File: src/sv/vrsd_pkg.sv
package vrsd_pkg;

    localparam int DEF_MAX_DIM = 256;

    localparam int REQ_W      = 2;
    localparam int WORD_W     = 32;
    localparam int SIZE_W     = 9;
    localparam int OFFS_W     = 16;
    localparam int COORD_W    = 17;
    localparam int RUN_LEFT_W = 17;
    localparam int CHAN_W     = 8;
    localparam int CFG_IDX_W  = 3;
    localparam int CFG_DATA_W = 16;

    localparam int QUEUE_DEPTH = 2;

    localparam logic [WORD_W-1:0] FLAG_RUN   = WORD_W'(2);
    localparam logic [WORD_W-1:0] FLAG_SLICE = WORD_W'(6);
    localparam logic [CHAN_W-1:0] ALPHA_FULL = CHAN_W'(255);

    typedef enum logic [REQ_W-1:0] {
        REQ_DATA  = 2'd0,
        REQ_DRAIN = 2'd1,
        REQ_NEW   = 2'd2
    } req_t;

    typedef enum logic [CFG_IDX_W-1:0] {
        CFG_MODE     = 3'd0,
        CFG_HAND     = 3'd1,
        CFG_SIZE_X   = 3'd2,
        CFG_SIZE_Y   = 3'd3,
        CFG_SIZE_Z   = 3'd4,
        CFG_OFFSET_X = 3'd5,
        CFG_OFFSET_Y = 3'd6,
        CFG_OFFSET_Z = 3'd7
    } cfg_idx_t;

    typedef enum logic [1:0] {
        OP_DATA  = 2'd0,
        OP_DRAIN = 2'd1,
        OP_NEW   = 2'd2,
        OP_NONE  = 2'd3
    } op_t;

    typedef struct packed {
        op_t               op;
        logic [WORD_W-1:0] word;
        logic              is_slice;
        logic              is_run;
    } item_t;

    typedef struct packed {
        logic              run_length_mode;
        logic              right_handed;
        logic [SIZE_W-1:0] size_x;
        logic [SIZE_W-1:0] size_y;
        logic [SIZE_W-1:0] size_z;
        logic [OFFS_W-1:0] offset_x;
        logic [OFFS_W-1:0] offset_y;
        logic [OFFS_W-1:0] offset_z;
        logic              resize;
    } cfg_t;

    typedef struct packed {
        logic                  voxel_valid;
        logic [COORD_W-1:0]    out_x;
        logic [COORD_W-1:0]    out_y;
        logic [COORD_W-1:0]    out_z;
        logic [CHAN_W-1:0]     red;
        logic [CHAN_W-1:0]     green;
        logic [CHAN_W-1:0]     blue;
        logic [CHAN_W-1:0]     alpha;
        logic [RUN_LEFT_W-1:0] run_left;
        logic                  matrix_done;
    } res_t;

endpackage

File: src/sv/voxel_rle_slice_decoder_core.sv
// Voxel word decoder: takes one request per cycle while in_ready is high (data word, run
// drain or new matrix) and returns exactly one result per request, sustained at one item per
// clock while out_ready is high; the rate is set by the single-cycle state update of the
// execute stage. A two-entry queue sits between the input classifier and the execute stage,
// and the result is held in an output register, after a queue entry. Coordinates wrap to 17
// bits; run_left and matrix_done show the state after the request. A write to size_x or size_y
// sets a registered resize flag, which rebuilds the slice row base unless a request executes.
module voxel_rle_slice_decoder_core #(
    parameter int MAX_DIM = vrsd_pkg::DEF_MAX_DIM
) (
    input  logic                              clk,
    input  logic                              rst_n,
    input  logic                              cfg_we,
    input  logic [vrsd_pkg::CFG_IDX_W-1:0]    cfg_addr,
    input  logic [vrsd_pkg::CFG_DATA_W-1:0]   cfg_wdata,
    input  logic                              in_valid,
    output logic                              in_ready,
    input  logic [vrsd_pkg::REQ_W-1:0]        req_type,
    input  logic [vrsd_pkg::WORD_W-1:0]       word,
    output logic                              out_valid,
    input  logic                              out_ready,
    output logic                              voxel_valid,
    output logic [vrsd_pkg::COORD_W-1:0]      out_x,
    output logic [vrsd_pkg::COORD_W-1:0]      out_y,
    output logic [vrsd_pkg::COORD_W-1:0]      out_z,
    output logic [vrsd_pkg::CHAN_W-1:0]       red,
    output logic [vrsd_pkg::CHAN_W-1:0]       green,
    output logic [vrsd_pkg::CHAN_W-1:0]       blue,
    output logic [vrsd_pkg::CHAN_W-1:0]       alpha,
    output logic [vrsd_pkg::RUN_LEFT_W-1:0]   run_left,
    output logic                              matrix_done
);
    import vrsd_pkg::*;

    logic              mode_reg;
    logic              hand_reg;
    logic [SIZE_W-1:0] size_x_reg, size_y_reg, size_z_reg;
    logic [OFFS_W-1:0] offset_x_reg, offset_y_reg, offset_z_reg;
    logic              resize_reg, resize_next;

    cfg_t  cfg;
    item_t q_item;
    logic  q_valid;
    logic  q_pop;
    res_t  res;

    assign resize_next = cfg_we && ((cfg_addr == CFG_SIZE_X) || (cfg_addr == CFG_SIZE_Y));

    always_ff @(posedge clk or negedge rst_n)
    begin
        if (!rst_n)
        begin
            mode_reg     <= 1'b0;
            hand_reg     <= 1'b1;
            size_x_reg   <= SIZE_W'(1);
            size_y_reg   <= SIZE_W'(1);
            size_z_reg   <= SIZE_W'(1);
            offset_x_reg <= '0;
            offset_y_reg <= '0;
            offset_z_reg <= '0;
            resize_reg   <= 1'b0;
        end
        else
        begin
            resize_reg <= resize_next;
            if (cfg_we)
            begin
                case (cfg_addr)
                    CFG_MODE:     mode_reg     <= cfg_wdata[0];
                    CFG_HAND:     hand_reg     <= cfg_wdata[0];
                    CFG_SIZE_X:   size_x_reg   <= cfg_wdata[SIZE_W-1:0];
                    CFG_SIZE_Y:   size_y_reg   <= cfg_wdata[SIZE_W-1:0];
                    CFG_SIZE_Z:   size_z_reg   <= cfg_wdata[SIZE_W-1:0];
                    CFG_OFFSET_X: offset_x_reg <= cfg_wdata[OFFS_W-1:0];
                    CFG_OFFSET_Y: offset_y_reg <= cfg_wdata[OFFS_W-1:0];
                    CFG_OFFSET_Z: offset_z_reg <= cfg_wdata[OFFS_W-1:0];
                    default:
                    begin
                    end
                endcase
            end
        end
    end

    always_comb
    begin
        cfg.run_length_mode = mode_reg;
        cfg.right_handed    = hand_reg;
        cfg.size_x          = size_x_reg;
        cfg.size_y          = size_y_reg;
        cfg.size_z          = size_z_reg;
        cfg.offset_x        = offset_x_reg;
        cfg.offset_y        = offset_y_reg;
        cfg.offset_z        = offset_z_reg;
        cfg.resize          = resize_reg;
    end

    vrsd_front u_front (
        .clk      (clk),
        .rst_n    (rst_n),
        .in_valid (in_valid),
        .in_ready (in_ready),
        .req_type (req_type),
        .word     (word),
        .q_valid  (q_valid),
        .q_item   (q_item),
        .q_pop    (q_pop)
    );

    vrsd_back #(
        .MAX_DIM (MAX_DIM)
    ) u_back (
        .clk       (clk),
        .rst_n     (rst_n),
        .cfg       (cfg),
        .q_valid   (q_valid),
        .q_item    (q_item),
        .q_pop     (q_pop),
        .out_valid (out_valid),
        .out_ready (out_ready),
        .res       (res)
    );

    assign voxel_valid = res.voxel_valid;
    assign out_x       = res.out_x;
    assign out_y       = res.out_y;
    assign out_z       = res.out_z;
    assign red         = res.red;
    assign green       = res.green;
    assign blue        = res.blue;
    assign alpha       = res.alpha;
    assign run_left    = res.run_left;
    assign matrix_done = res.matrix_done;

endmodule

File: src/sv/vrsd_front.sv
module vrsd_front (
    input  logic                         clk,
    input  logic                         rst_n,
    input  logic                         in_valid,
    output logic                         in_ready,
    input  logic [vrsd_pkg::REQ_W-1:0]   req_type,
    input  logic [vrsd_pkg::WORD_W-1:0]  word,
    output logic                         q_valid,
    output vrsd_pkg::item_t              q_item,
    input  logic                         q_pop
);
    import vrsd_pkg::*;

    localparam int PTR_W = (QUEUE_DEPTH > 1) ? $clog2(QUEUE_DEPTH) : 1;
    localparam int CNT_W = $clog2(QUEUE_DEPTH + 1);

    item_t             entry_reg [QUEUE_DEPTH];
    logic [PTR_W-1:0]  wr_ptr_reg, wr_ptr_next;
    logic [PTR_W-1:0]  rd_ptr_reg, rd_ptr_next;
    logic [CNT_W-1:0]  count_reg, count_next;
    item_t             item_in;
    logic              push;

    always_comb
    begin
        item_in.word     = word;
        item_in.is_slice = (word == FLAG_SLICE);
        item_in.is_run   = (word == FLAG_RUN);
        case (req_type)
            REQ_DATA:  item_in.op = OP_DATA;
            REQ_DRAIN: item_in.op = OP_DRAIN;
            REQ_NEW:   item_in.op = OP_NEW;
            default:   item_in.op = OP_NONE;
        endcase
    end

    assign in_ready = (count_reg != CNT_W'(QUEUE_DEPTH));
    assign push     = in_valid && in_ready;
    assign q_valid  = (count_reg != '0);
    assign q_item   = entry_reg[rd_ptr_reg];

    always_comb
    begin
        wr_ptr_next = wr_ptr_reg;
        rd_ptr_next = rd_ptr_reg;
        count_next  = count_reg;
        if (push)
        begin
            wr_ptr_next = (wr_ptr_reg == PTR_W'(QUEUE_DEPTH - 1)) ? '0 : wr_ptr_reg + 1'b1;
        end
        if (q_pop)
        begin
            rd_ptr_next = (rd_ptr_reg == PTR_W'(QUEUE_DEPTH - 1)) ? '0 : rd_ptr_reg + 1'b1;
        end
        if (push && !q_pop)
        begin
            count_next = count_reg + 1'b1;
        end
        else if (q_pop && !push)
        begin
            count_next = count_reg - 1'b1;
        end
    end

    always_ff @(posedge clk or negedge rst_n)
    begin
        if (!rst_n)
        begin
            wr_ptr_reg <= '0;
            rd_ptr_reg <= '0;
            count_reg  <= '0;
        end
        else
        begin
            wr_ptr_reg <= wr_ptr_next;
            rd_ptr_reg <= rd_ptr_next;
            count_reg  <= count_next;
        end
    end

    always_ff @(posedge clk)
    begin
        if (push)
        begin
            entry_reg[wr_ptr_reg] <= item_in;
        end
    end

endmodule

File: src/sv/vrsd_back.sv
module vrsd_back #(
    parameter int MAX_DIM = vrsd_pkg::DEF_MAX_DIM
) (
    input  logic             clk,
    input  logic             rst_n,
    input  vrsd_pkg::cfg_t   cfg,
    input  logic             q_valid,
    input  vrsd_pkg::item_t  q_item,
    output logic             q_pop,
    output logic             out_valid,
    input  logic             out_ready,
    output vrsd_pkg::res_t   res
);
    import vrsd_pkg::*;

    localparam int DIM_W = $clog2(MAX_DIM + 1);
    localparam int CAP_W = $clog2(MAX_DIM * MAX_DIM + 1);
    localparam int ROW_W = CAP_W + 1;

    logic [DIM_W-1:0]  col_reg, col_next;
    logic [ROW_W-1:0]  row_reg, row_next;
    logic [DIM_W-1:0]  slice_reg, slice_next;
    logic [CAP_W-1:0]  rowbase_reg, rowbase_next;
    logic [CAP_W-1:0]  total_reg, total_next;
    logic [CAP_W-1:0]  run_reg, run_next;
    logic [WORD_W-1:0] color_reg, color_next;
    logic              await_count_reg, await_count_next;
    logic              await_color_reg, await_color_next;
    logic              done_reg, done_next;
    logic              out_valid_reg, out_valid_next;
    res_t              res_reg, res_next;

    logic [DIM_W-1:0]   sx_eff, sy_eff, sz_eff;
    logic               exec;
    logic [DIM_W-1:0]   col_inc, adv_col, slice_inc;
    logic               wrap_col;
    logic [ROW_W-1:0]   adv_row;
    logic [CAP_W-1:0]   adv_rowbase;
    logic               raw_row_wrap;
    logic [CAP_W:0]     idx;
    logic [CAP_W-1:0]   cap;
    logic [CAP_W-1:0]   run_load;
    logic               emit;
    logic [WORD_W-1:0]  emit_color;
    logic [COORD_W-1:0] vx, vy, vz;

    always_comb
    begin
        if (cfg.size_x == '0)
            sx_eff = DIM_W'(1);
        else if (32'(cfg.size_x) > MAX_DIM)
            sx_eff = DIM_W'(MAX_DIM);
        else
            sx_eff = DIM_W'(cfg.size_x);
        if (cfg.size_y == '0)
            sy_eff = DIM_W'(1);
        else if (32'(cfg.size_y) > MAX_DIM)
            sy_eff = DIM_W'(MAX_DIM);
        else
            sy_eff = DIM_W'(cfg.size_y);
        if (cfg.size_z == '0)
            sz_eff = DIM_W'(1);
        else if (32'(cfg.size_z) > MAX_DIM)
            sz_eff = DIM_W'(MAX_DIM);
        else
            sz_eff = DIM_W'(cfg.size_z);
    end

    assign total_next = CAP_W'(sx_eff) * CAP_W'(sy_eff);

    assign exec  = q_valid && (!out_valid_reg || out_ready);
    assign q_pop = exec;

    // one step along x, wrapping into y
    assign col_inc     = col_reg + 1'b1;
    assign wrap_col    = (col_inc >= sx_eff);
    assign adv_col     = wrap_col ? '0 : col_inc;
    assign adv_row     = wrap_col ? row_reg + 1'b1 : row_reg;
    assign adv_rowbase = wrap_col ? rowbase_reg + CAP_W'(sx_eff) : rowbase_reg;
    assign raw_row_wrap = (adv_row >= ROW_W'(sy_eff));
    assign slice_inc   = slice_reg + 1'b1;

    // voxels left in the current slice
    assign idx = (CAP_W+1)'(rowbase_reg) + (CAP_W+1)'(col_reg);
    always_comb
    begin
        if ((row_reg < ROW_W'(sy_eff)) && (idx < (CAP_W+1)'(total_reg)))
            cap = total_reg - idx[CAP_W-1:0];
        else
            cap = '0;
        run_load = (q_item.word < 32'(cap)) ? CAP_W'(q_item.word) : cap;
    end

    assign emit_color = (q_item.op == OP_DRAIN) ? color_reg : q_item.word;
    assign vx = COORD_W'($signed(cfg.offset_x)) + COORD_W'(col_reg);
    assign vy = COORD_W'($signed(cfg.offset_y)) + COORD_W'(row_reg);
    assign vz = COORD_W'($signed(cfg.offset_z)) + COORD_W'(slice_reg);

    always_comb
    begin
        col_next         = col_reg;
        row_next         = row_reg;
        slice_next       = slice_reg;
        rowbase_next     = rowbase_reg;
        run_next         = run_reg;
        color_next       = color_reg;
        await_count_next = await_count_reg;
        await_color_next = await_color_reg;
        done_next        = done_reg;
        emit             = 1'b0;
        if (exec)
        begin
            case (q_item.op)
                OP_NEW:
                begin
                    col_next         = '0;
                    row_next         = '0;
                    slice_next       = '0;
                    rowbase_next     = '0;
                    run_next         = '0;
                    color_next       = '0;
                    await_count_next = 1'b0;
                    await_color_next = 1'b0;
                    done_next        = 1'b0;
                end
                OP_DRAIN:
                begin
                    if (!done_reg && (run_reg != '0))
                    begin
                        emit         = 1'b1;
                        col_next     = adv_col;
                        row_next     = adv_row;
                        rowbase_next = adv_rowbase;
                        run_next     = run_reg - 1'b1;
                    end
                end
                OP_DATA:
                begin
                    if (!done_reg && (run_reg == '0))
                    begin
                        if (!cfg.run_length_mode)
                        begin
                            emit     = (q_item.word[31:24] != '0);
                            col_next = adv_col;
                            if (raw_row_wrap)
                            begin
                                row_next     = '0;
                                rowbase_next = '0;
                                slice_next   = slice_inc;
                                done_next    = (slice_inc >= sz_eff);
                            end
                            else
                            begin
                                row_next     = adv_row;
                                rowbase_next = adv_rowbase;
                                done_next    = (slice_reg >= sz_eff);
                            end
                        end
                        else if (await_count_reg)
                        begin
                            run_next         = run_load;
                            await_count_next = 1'b0;
                            await_color_next = 1'b1;
                        end
                        else if (await_color_reg)
                        begin
                            color_next       = q_item.word;
                            await_color_next = 1'b0;
                        end
                        else if (q_item.is_slice)
                        begin
                            col_next     = '0;
                            row_next     = '0;
                            rowbase_next = '0;
                            slice_next   = slice_inc;
                            done_next    = (slice_inc >= sz_eff);
                        end
                        else if (q_item.is_run)
                        begin
                            await_count_next = 1'b1;
                        end
                        else if (cap != '0)
                        begin
                            emit         = 1'b1;
                            col_next     = adv_col;
                            row_next     = adv_row;
                            rowbase_next = adv_rowbase;
                        end
                    end
                end
                default:
                begin
                end
            endcase
        end
        else if (cfg.resize)
        begin
            // width or height changed: rebuild row start; rows past MAX_DIM never fit
            if (row_reg < ROW_W'(MAX_DIM))
                rowbase_next = CAP_W'(row_reg[DIM_W-1:0]) * CAP_W'(sx_eff);
            else
                rowbase_next = '0;
        end
    end

    always_comb
    begin
        res_next = '0;
        if (emit)
        begin
            res_next.voxel_valid = 1'b1;
            res_next.out_x       = vx;
            res_next.out_y       = cfg.right_handed ? vz : COORD_W'(0) - vz;
            res_next.out_z       = vy;
            res_next.red         = emit_color[7:0];
            res_next.green       = emit_color[15:8];
            res_next.blue        = emit_color[23:16];
            res_next.alpha       = (emit_color[31:24] != '0) ? ALPHA_FULL : '0;
        end
        res_next.run_left    = RUN_LEFT_W'(run_next);
        res_next.matrix_done = done_next;
    end

    always_comb
    begin
        if (exec)
            out_valid_next = 1'b1;
        else if (out_ready)
            out_valid_next = 1'b0;
        else
            out_valid_next = out_valid_reg;
    end

    always_ff @(posedge clk or negedge rst_n)
    begin
        if (!rst_n)
        begin
            col_reg         <= '0;
            row_reg         <= '0;
            slice_reg       <= '0;
            rowbase_reg     <= '0;
            total_reg       <= CAP_W'(1);
            run_reg         <= '0;
            color_reg       <= '0;
            await_count_reg <= 1'b0;
            await_color_reg <= 1'b0;
            done_reg        <= 1'b0;
            out_valid_reg   <= 1'b0;
        end
        else
        begin
            col_reg         <= col_next;
            row_reg         <= row_next;
            slice_reg       <= slice_next;
            rowbase_reg     <= rowbase_next;
            total_reg       <= total_next;
            run_reg         <= run_next;
            color_reg       <= color_next;
            await_count_reg <= await_count_next;
            await_color_reg <= await_color_next;
            done_reg        <= done_next;
            out_valid_reg   <= out_valid_next;
        end
    end

    always_ff @(posedge clk)
    begin
        if (exec)
        begin
            res_reg <= res_next;
        end
    end

    assign out_valid = out_valid_reg;
    assign res       = res_reg;

    a_new_clears: assert property (@(posedge clk) disable iff (!rst_n)
        exec && (q_item.op == OP_NEW) |=>
            !done_reg && (run_reg == '0) && !await_count_reg && !await_color_reg)
        else $error("new matrix did not clear decoder state");

    a_await_excl: assert property (@(posedge clk) disable iff (!rst_n)
        !(await_count_reg && await_color_reg))
        else $error("count and colour awaited together");

    a_quiet_zero: assert property (@(posedge clk) disable iff (!rst_n)
        out_valid_reg && !res_reg.voxel_valid |->
            (res_reg.out_x == '0) && (res_reg.out_y == '0) && (res_reg.alpha == '0))
        else $error("non-voxel result carries voxel fields");

    a_done_source: assert property (@(posedge clk) disable iff (!rst_n)
        $rose(done_reg) |-> $past(exec && (q_item.op == OP_DATA)))
        else $error("matrix done raised without a data word");

endmodule
File: config.mk
export PLATFORM = sky130hd
export DESIGN_NAME = voxel_rle_slice_decoder_core
export DESIGN_NICKNAME = d
export VERILOG_FILES = /design/src/sv/vrsd_pkg.sv /design/src/sv/voxel_rle_slice_decoder_core.sv /design/src/sv/vrsd_front.sv /design/src/sv/vrsd_back.sv
export SDC_FILE = /design/constraint.sdc
export NUM_CORES = 1
export LEC_CHECK = 0
export ABC_AREA = 1
export BUFFER_PORTS_ARGS = -buffer_cell sky130_fd_sc_hd__buf_2
export CORE_MARGIN = 8
export CORE_UTILIZATION = 57
export DETAILED_ROUTE_END_ITERATION = 10
export PLACE_DENSITY = 0.78
export SLEW_MARGIN = 20
export SYNTH_ARGS = -nofsm -noshare
export SYNTH_HDL_FRONTEND = slang
export SYNTH_SLANG_ARGS = --single-unit
File: constraint.sdc
create_clock -name clk -period 6 [get_ports clk]
set_clock_uncertainty 0.05 [all_clocks]
set_input_delay 0.3 -clock clk [delete_from_list [all_inputs] [get_ports clk]]
set_output_delay 0.3 -clock clk [all_outputs]
set_load 0.03 [all_outputs]
Yosys cells after proc, flatten, opt, wreduce, memory -nomap -nowiden:

Memories as Yosys holds them, arrays and structs flattened.
Index checks and enable logic that the tools add are counted.

* register bits: 307
* bits in writable memories: 72
* input bits: 58
* output and inout port bits: 104
* memories kept: 1

* $add $sub $neg: 15
* $mul: 2
* magnitude comparators: 11
* equal/unequal tests: 32
* muxes and demuxes: 103
* reductions and logical operators: 44

Memories
* u_front.entry_reg: depth 2, width 36, read ports 1, clocked after memory_dff 0, write ports 1, RTL line vrsd_front.sv:17 `item_t entry_reg [QUEUE_DEPTH];`

Operators by type and width (number)
* $mux W17: 21
* $mux W9: 21
* $mux W18: 10
* $mux W32: 5
* $pmux W17 S3: 2
* $mux W84: 1
* $pmux W32 S2: 1
* $pmux W18 S3: 1
* $add A16 B10 Y17: 2
* $mul A9 B9 Y17: 2
* $reduce_bool A17 Y1: 2
* $eq A32 B2 Y1 const B: 1
* $eq A32 B3 Y1 const B: 1
* $lt A32 B17 Y1: 1
* $mux W1: 31
* $ge A9 B9 Y1: 3
* $gt A9 B9 Y1 const B: 3
* $logic_not A9 Y1: 3
* $pmux W9 S3: 1
* $add A17 B9 Y18: 1
* $add A18 B1 Y18 const B: 1
* $add A9 B1 Y9 const B: 2
* $ge A18 B9 Y1: 1
* $lt A18 B17 Y1: 1
* other kinds (43): 89

Depth between registers and ports, before layout:

* word-level depth: 17
* mapped depth: 43
* gate-level depth less buffers: 42

By module:

Synthesis repeated with hierarchy kept, for this count alone.

* cell total of the unflattened synthesis: 3205
* area total of the unflattened synthesis: 27025.9 sq um

Modules (own cells, without submodules)
* vrsd_back: times used 1, cells each 2681, area each 20855.0 sq um
* vrsd_front: times used 1, cells each 176, area each 3100.5 sq um
* voxel_rle_slice_decoder_core: times used 1, cells each 348, area each 3070.4 sq um

Worst setup path after synthesis:

No wires, ideal clock.

* path type: register to register
* from: register u_back.col_reg[0]
* to: register u_back.res_reg (netlist bit u_back.res[15]) (data pin)
* arrival time: 5.417 ns
* data required time: 5.684 ns
* path slack: 0.267 ns
* cell stages (with the launch flop): 37
* path buffers: 2
* period minus slack after synthesis: 5.733 ns
* path through: dfrtp_1 > ha_1 > inv_1 > fa_1 > o21ai_0 > a21oi_1 > o21bai_1 > a21oi_1 > o21bai_1 > nand2_1 > a21oi_1 > nand2_1 > nor3_1 > nand3_1 > xnor2_1 > ha_1 > nor3_1 > nand4_1 > nor2_1 > nand2_1 > a21oi_2 > nand2_1 > inv_2 > buf_2 > nand3_1 > ha_1 > a21oi_1 > nor2_1 > a2111oi_0 > nand2_1 > nand2_1 > nand2_2 > buf_2 > o211ai_1 > nand2_1 > nand2_1 > nand3_1

RTL lines
* start: declaration: RTL line vrsd_back.sv:20 `logic [DIM_W-1:0] col_reg, col_next;`
* start signal: assignment: RTL line vrsd_back.sv:252 `col_reg <= col_next;`
* end signal: assignment: RTL line vrsd_back.sv:270 `res_reg <= res_next;`
* end: declaration: RTL line vrsd_back.sv:31 `res_t res_reg, res_next;`

==> metrics.md <==
| Metric | Value |
|---|---|
| Status | `completed` |
| WP data required | `6270 ps` |
| EDFF count, synth | `approximately 170` |
| Hold Violations, Final | `0` |
| Largest delay contributor family on the critical path | `simple AND/OR/NAND/NOR gates` |
| # fillers | `between 3,000 and 4,000` |
| Final setup margin | `between 150 and 200 ps` |
| Area leader, netlist | `edfxtp_1` |
| Sw power | `7.08 mW` |
| Max Slew Vio Count | `0` |
| Port bufs | `between 150 and 200` |
| Logic pwr share | `55.4%` |
| Pre-antenna DRT Iters | `8` |
| Actual slew at the worst max-slew pin | `946 ps` |
| Sequential area share after synthesis | `38.2%` |
| Place WS | `-152 ps` |
| Synth area leaders | `edfxtp_1, dfrtp_1, ha_1, nand2_1, fa_1` |
| CTS tree | `built` |
| Multi-input logic area | `roughly 15,000 um^2` |
| Die H | `~230 um` |
| GR Util All Layers | `28.1%` |
| Synth Area per Inst | `8.45 um^2` |
| Design Power | `between 10 and 15 mW` |
| Detailed-route DRC error count | `0` |
| First-pass GRT wire length | `between 100,000 and 150,000 um` |
| Mapped Cells | `3,147` |
| WL per Instance | `18.9 um` |
| Clk pwr share | `between 15 and 20%` |
| Clk root buf | `clkbuf_16` |
| Hpwl dp | `56,500 um` |
| Post-route setup TNS | `0 ps` |
| Worst EP arrival | `6110 ps` |
| FF+latch count, synth | `372` |
| Detailed Route WL | `76,400 um` |
| Largest register FFs | `95` |
| Max Fclk | `around 170 MHz` |
| CP Max Fanout | `19` |
| Worst setup SP type | `register` |
| Post-Synthesis Net Count | `3,533` |
| Vias per cell | `5.69` |
| Layout cells sized above 1 | `14.3%` |
| Clk_lat worst skew | `between 500 and 600 ps` |
| Synth-to-Final Area Change | `15.5%` |
| Antenna Nets Post-Route | `0` |
| # H-tree levels | `2` |
| Clk sinks | `372` |
| Peak supply drop | `0.406 mV` |
| Netlist Area Pre-Place | `26,600 um^2` |
| Finish-stage setup viols | `0` |
| Row cnt | `79` |
| Sw frac | `a little under half` |
| Dominant synthesized flop cell | `dfrtp_1` |
| Flop pwr share | `around 28%` |
| Starting density of the core | `around 57%` |
| Slowest stage cell, crit path | `fa_2` |
| CORE AREA | `approximately 46,000 um^2` |
| Most used cell, CP | `nand2_1` |
| Via Count | `between 20,000 and 25,000` |
| Ys Warns | `0` |
| Internal power | `approximately 7.8 mW` |
| Final net count | `3,781` |
| WS Path Type | `reg2reg` |
| DIE AREA | `53,800 um^2` |
| Num CTS Buffers | `41` |
| Count of cell types in the netlist | `60` |
| CTS Buffer Depth | `3` |
| Max cap viols | `0` |
| Rel. slew slack | `36.8%` |
| Final GP Congestion | `0.984` |
| LEAKAGE | `14.9 nW` |
| Critical Path End Type | `register` |
| Die width | `232 um` |
| Antenna Cells | `0` |
| Post-synth top area share | `18.8%` |
| Flip-flop and latch area | `10,200 um^2` |
| Grt ovf | `0` |
| RSZ-0062 raised after global routing | `true` |
| Bufs and invs on worst path | `3` |
| Vias in the first global route | `22,600` |
| Pwr Density | `483 nW/um^2` |
| Largest net degree at the start of global routing | `80` |
| Clk slew on worst S/H paths | `roughly 70 ps` |
| Fin crit share | `between 90% and 100%` |
| FFs w/ async S/R, synth | `a little under three fifths` |
| Tmin final | `5840 ps` |
| Initial drt markers | `2,001` |
| Antenna violations before repair | `0` |
| I/O Pins | `around 160` |
| Worst path max stage delay | `380 ps` |
| Hold crit path type | `in2reg` |
==> timing repair <==
| action | CTS | global route |
|---|---|---|
| gates resized for setup | 5 | 87 |
| pin swaps | 0 | 53 |
| cloned | 0 | 1 |
| hold buffers | 45 | 0 |
| hold endpoints to repair | 146 | 0 |
| buffers inserted | 0 | 17 |
| endpoints found under the setup margin | 31 | 151 |
==> Yosys cell counts (all sizes together), types with 27 or more instances <==
master and n:
a21oi 160, edfxtp 167, nor3 38, buf 40, xnor2 27, inv 484, nand2 571, dfrtp 200
or2 31, o21ai 262, fa 104, nor2 327, clkbuf 60, nand4 31, ha 224, xor2 108
nand3 171
==> layout make-up <==
class | instances | share of cell area, %
repair inverters | 1 | 0.0204
well taps | 607 | 2.47
multi-input cells | 2185 | 47.4
clock inverters | 24 | 0.786
repair buffers | 304 | 6.74
flip-flops and latches | 372 | 33.0
inverters | 490 | 6.04
clock buffers | 51 | 3.49
==> placed cells by master, fill, tap and decap left out, types with 7 or more instances in the layout <==
cell type      instances
o31ai_1               11
a21oi_1              148
nand3b_1               7
nor3_1                31
clkinvlp_4             7
o211ai_1               7
fa_1                 103
a21oi_2               11
xor2_1               107
a31oi_1                7
o21bai_1              15
inv_2                 11
nand2_1              559
clkinv_1               7
nor4_1                19
inv_1                471
clkinv_2               9
o21ai_1               22
mux2i_1               15
buf_2                160
or2_2                 30
ha_4                   7
nor2_2                35
xnor2_1               26
clkbuf_16             41
nand3_1              151
ha_1                 214
clkbuf_1               9
edfxtp_1             167
nand2_2                8
nor2_1               288
buf_4                 88
nand4_1               31
o21ai_0              238
dfrtp_1              200
nand3_2               17
dlygate4sd3_1         45
==> path summary, 6_finish.rpt <==
path | start | end | slack [ps] | cells after the start
min reg2reg | u_front.count_reg[0] | u_front.count_reg[0] | 430 | 1
max reg2reg | u_back.col_reg[0] | u_back.res[3] | 160 | 38
max in group asynchronous | rst_n | u_back.color_reg[4] | 4330 | 3
min in group asynchronous | rst_n | offset_z_reg[15] | 280 | 2
min | cfg_addr[1] | hand_reg | 100 | 4
max | u_back.col_reg[0] | u_back.res[3] | 160 | 38
==> per-stage QoR <==
stage	instance area [um^2]	utilization (%)	hold WS [ps]	instances
2_1_floorplan	26600	-	-45.6	3147
3_3_place_gp	28400	61.2	312	3894
3_5_place_dp	28400	61.2	324	3894
4_1_cts	30100	65.0	58.6	4014
5_1_grt	30700	66.3	86.9	4034
6_report	30700	66.3	104	4034
==> layer usage <==
metal / wire length (um) / share of wire (%) / vias to the layer above / GRT usage, %
li1: - / - / 10700 / -
met1: 30700 / 40 / 11000 / 36.1
met2: 36400 / 48 / 961 / 46.8
met3: 5680 / 7.4 / 217 / 4.47
met4: 3650 / 4.8 / 0 / 11.9
met5: 0 / 0 / - / 0
==> tightest hold or removal path, stage by stage <==
cell and delay [ps]:
buf_2 140, nor2_1 90, a21oi_1 140, a31oi_1 50
==> power groups by stage <==
stage	Clock (mW)	Combinational, mW	Sequential [mW]
after detailed placement	0	7.43	4.11
after CTS	2.56	7.52	4.07
final	2.54	8.23	4.08
after floorplan	0	4.60	4.65
after global routing	2.67	9.03	4.15
after global placement	0	7.26	4.09
==> logic make-up after synthesis <==
kind of cell	count (synthesis)	synth area share [%]
AOI/OAI and AO/OA	496	10.1
xor gates and xnor gates	135	4.44
adders and majority gates	328	18.4
buffers and inverters	590	8.77
DFF	372	38.2
muxes	16	0.607
and+or+nand+nor	1210	19.6
No activity file was read; power rests on OpenSTA's default activity.
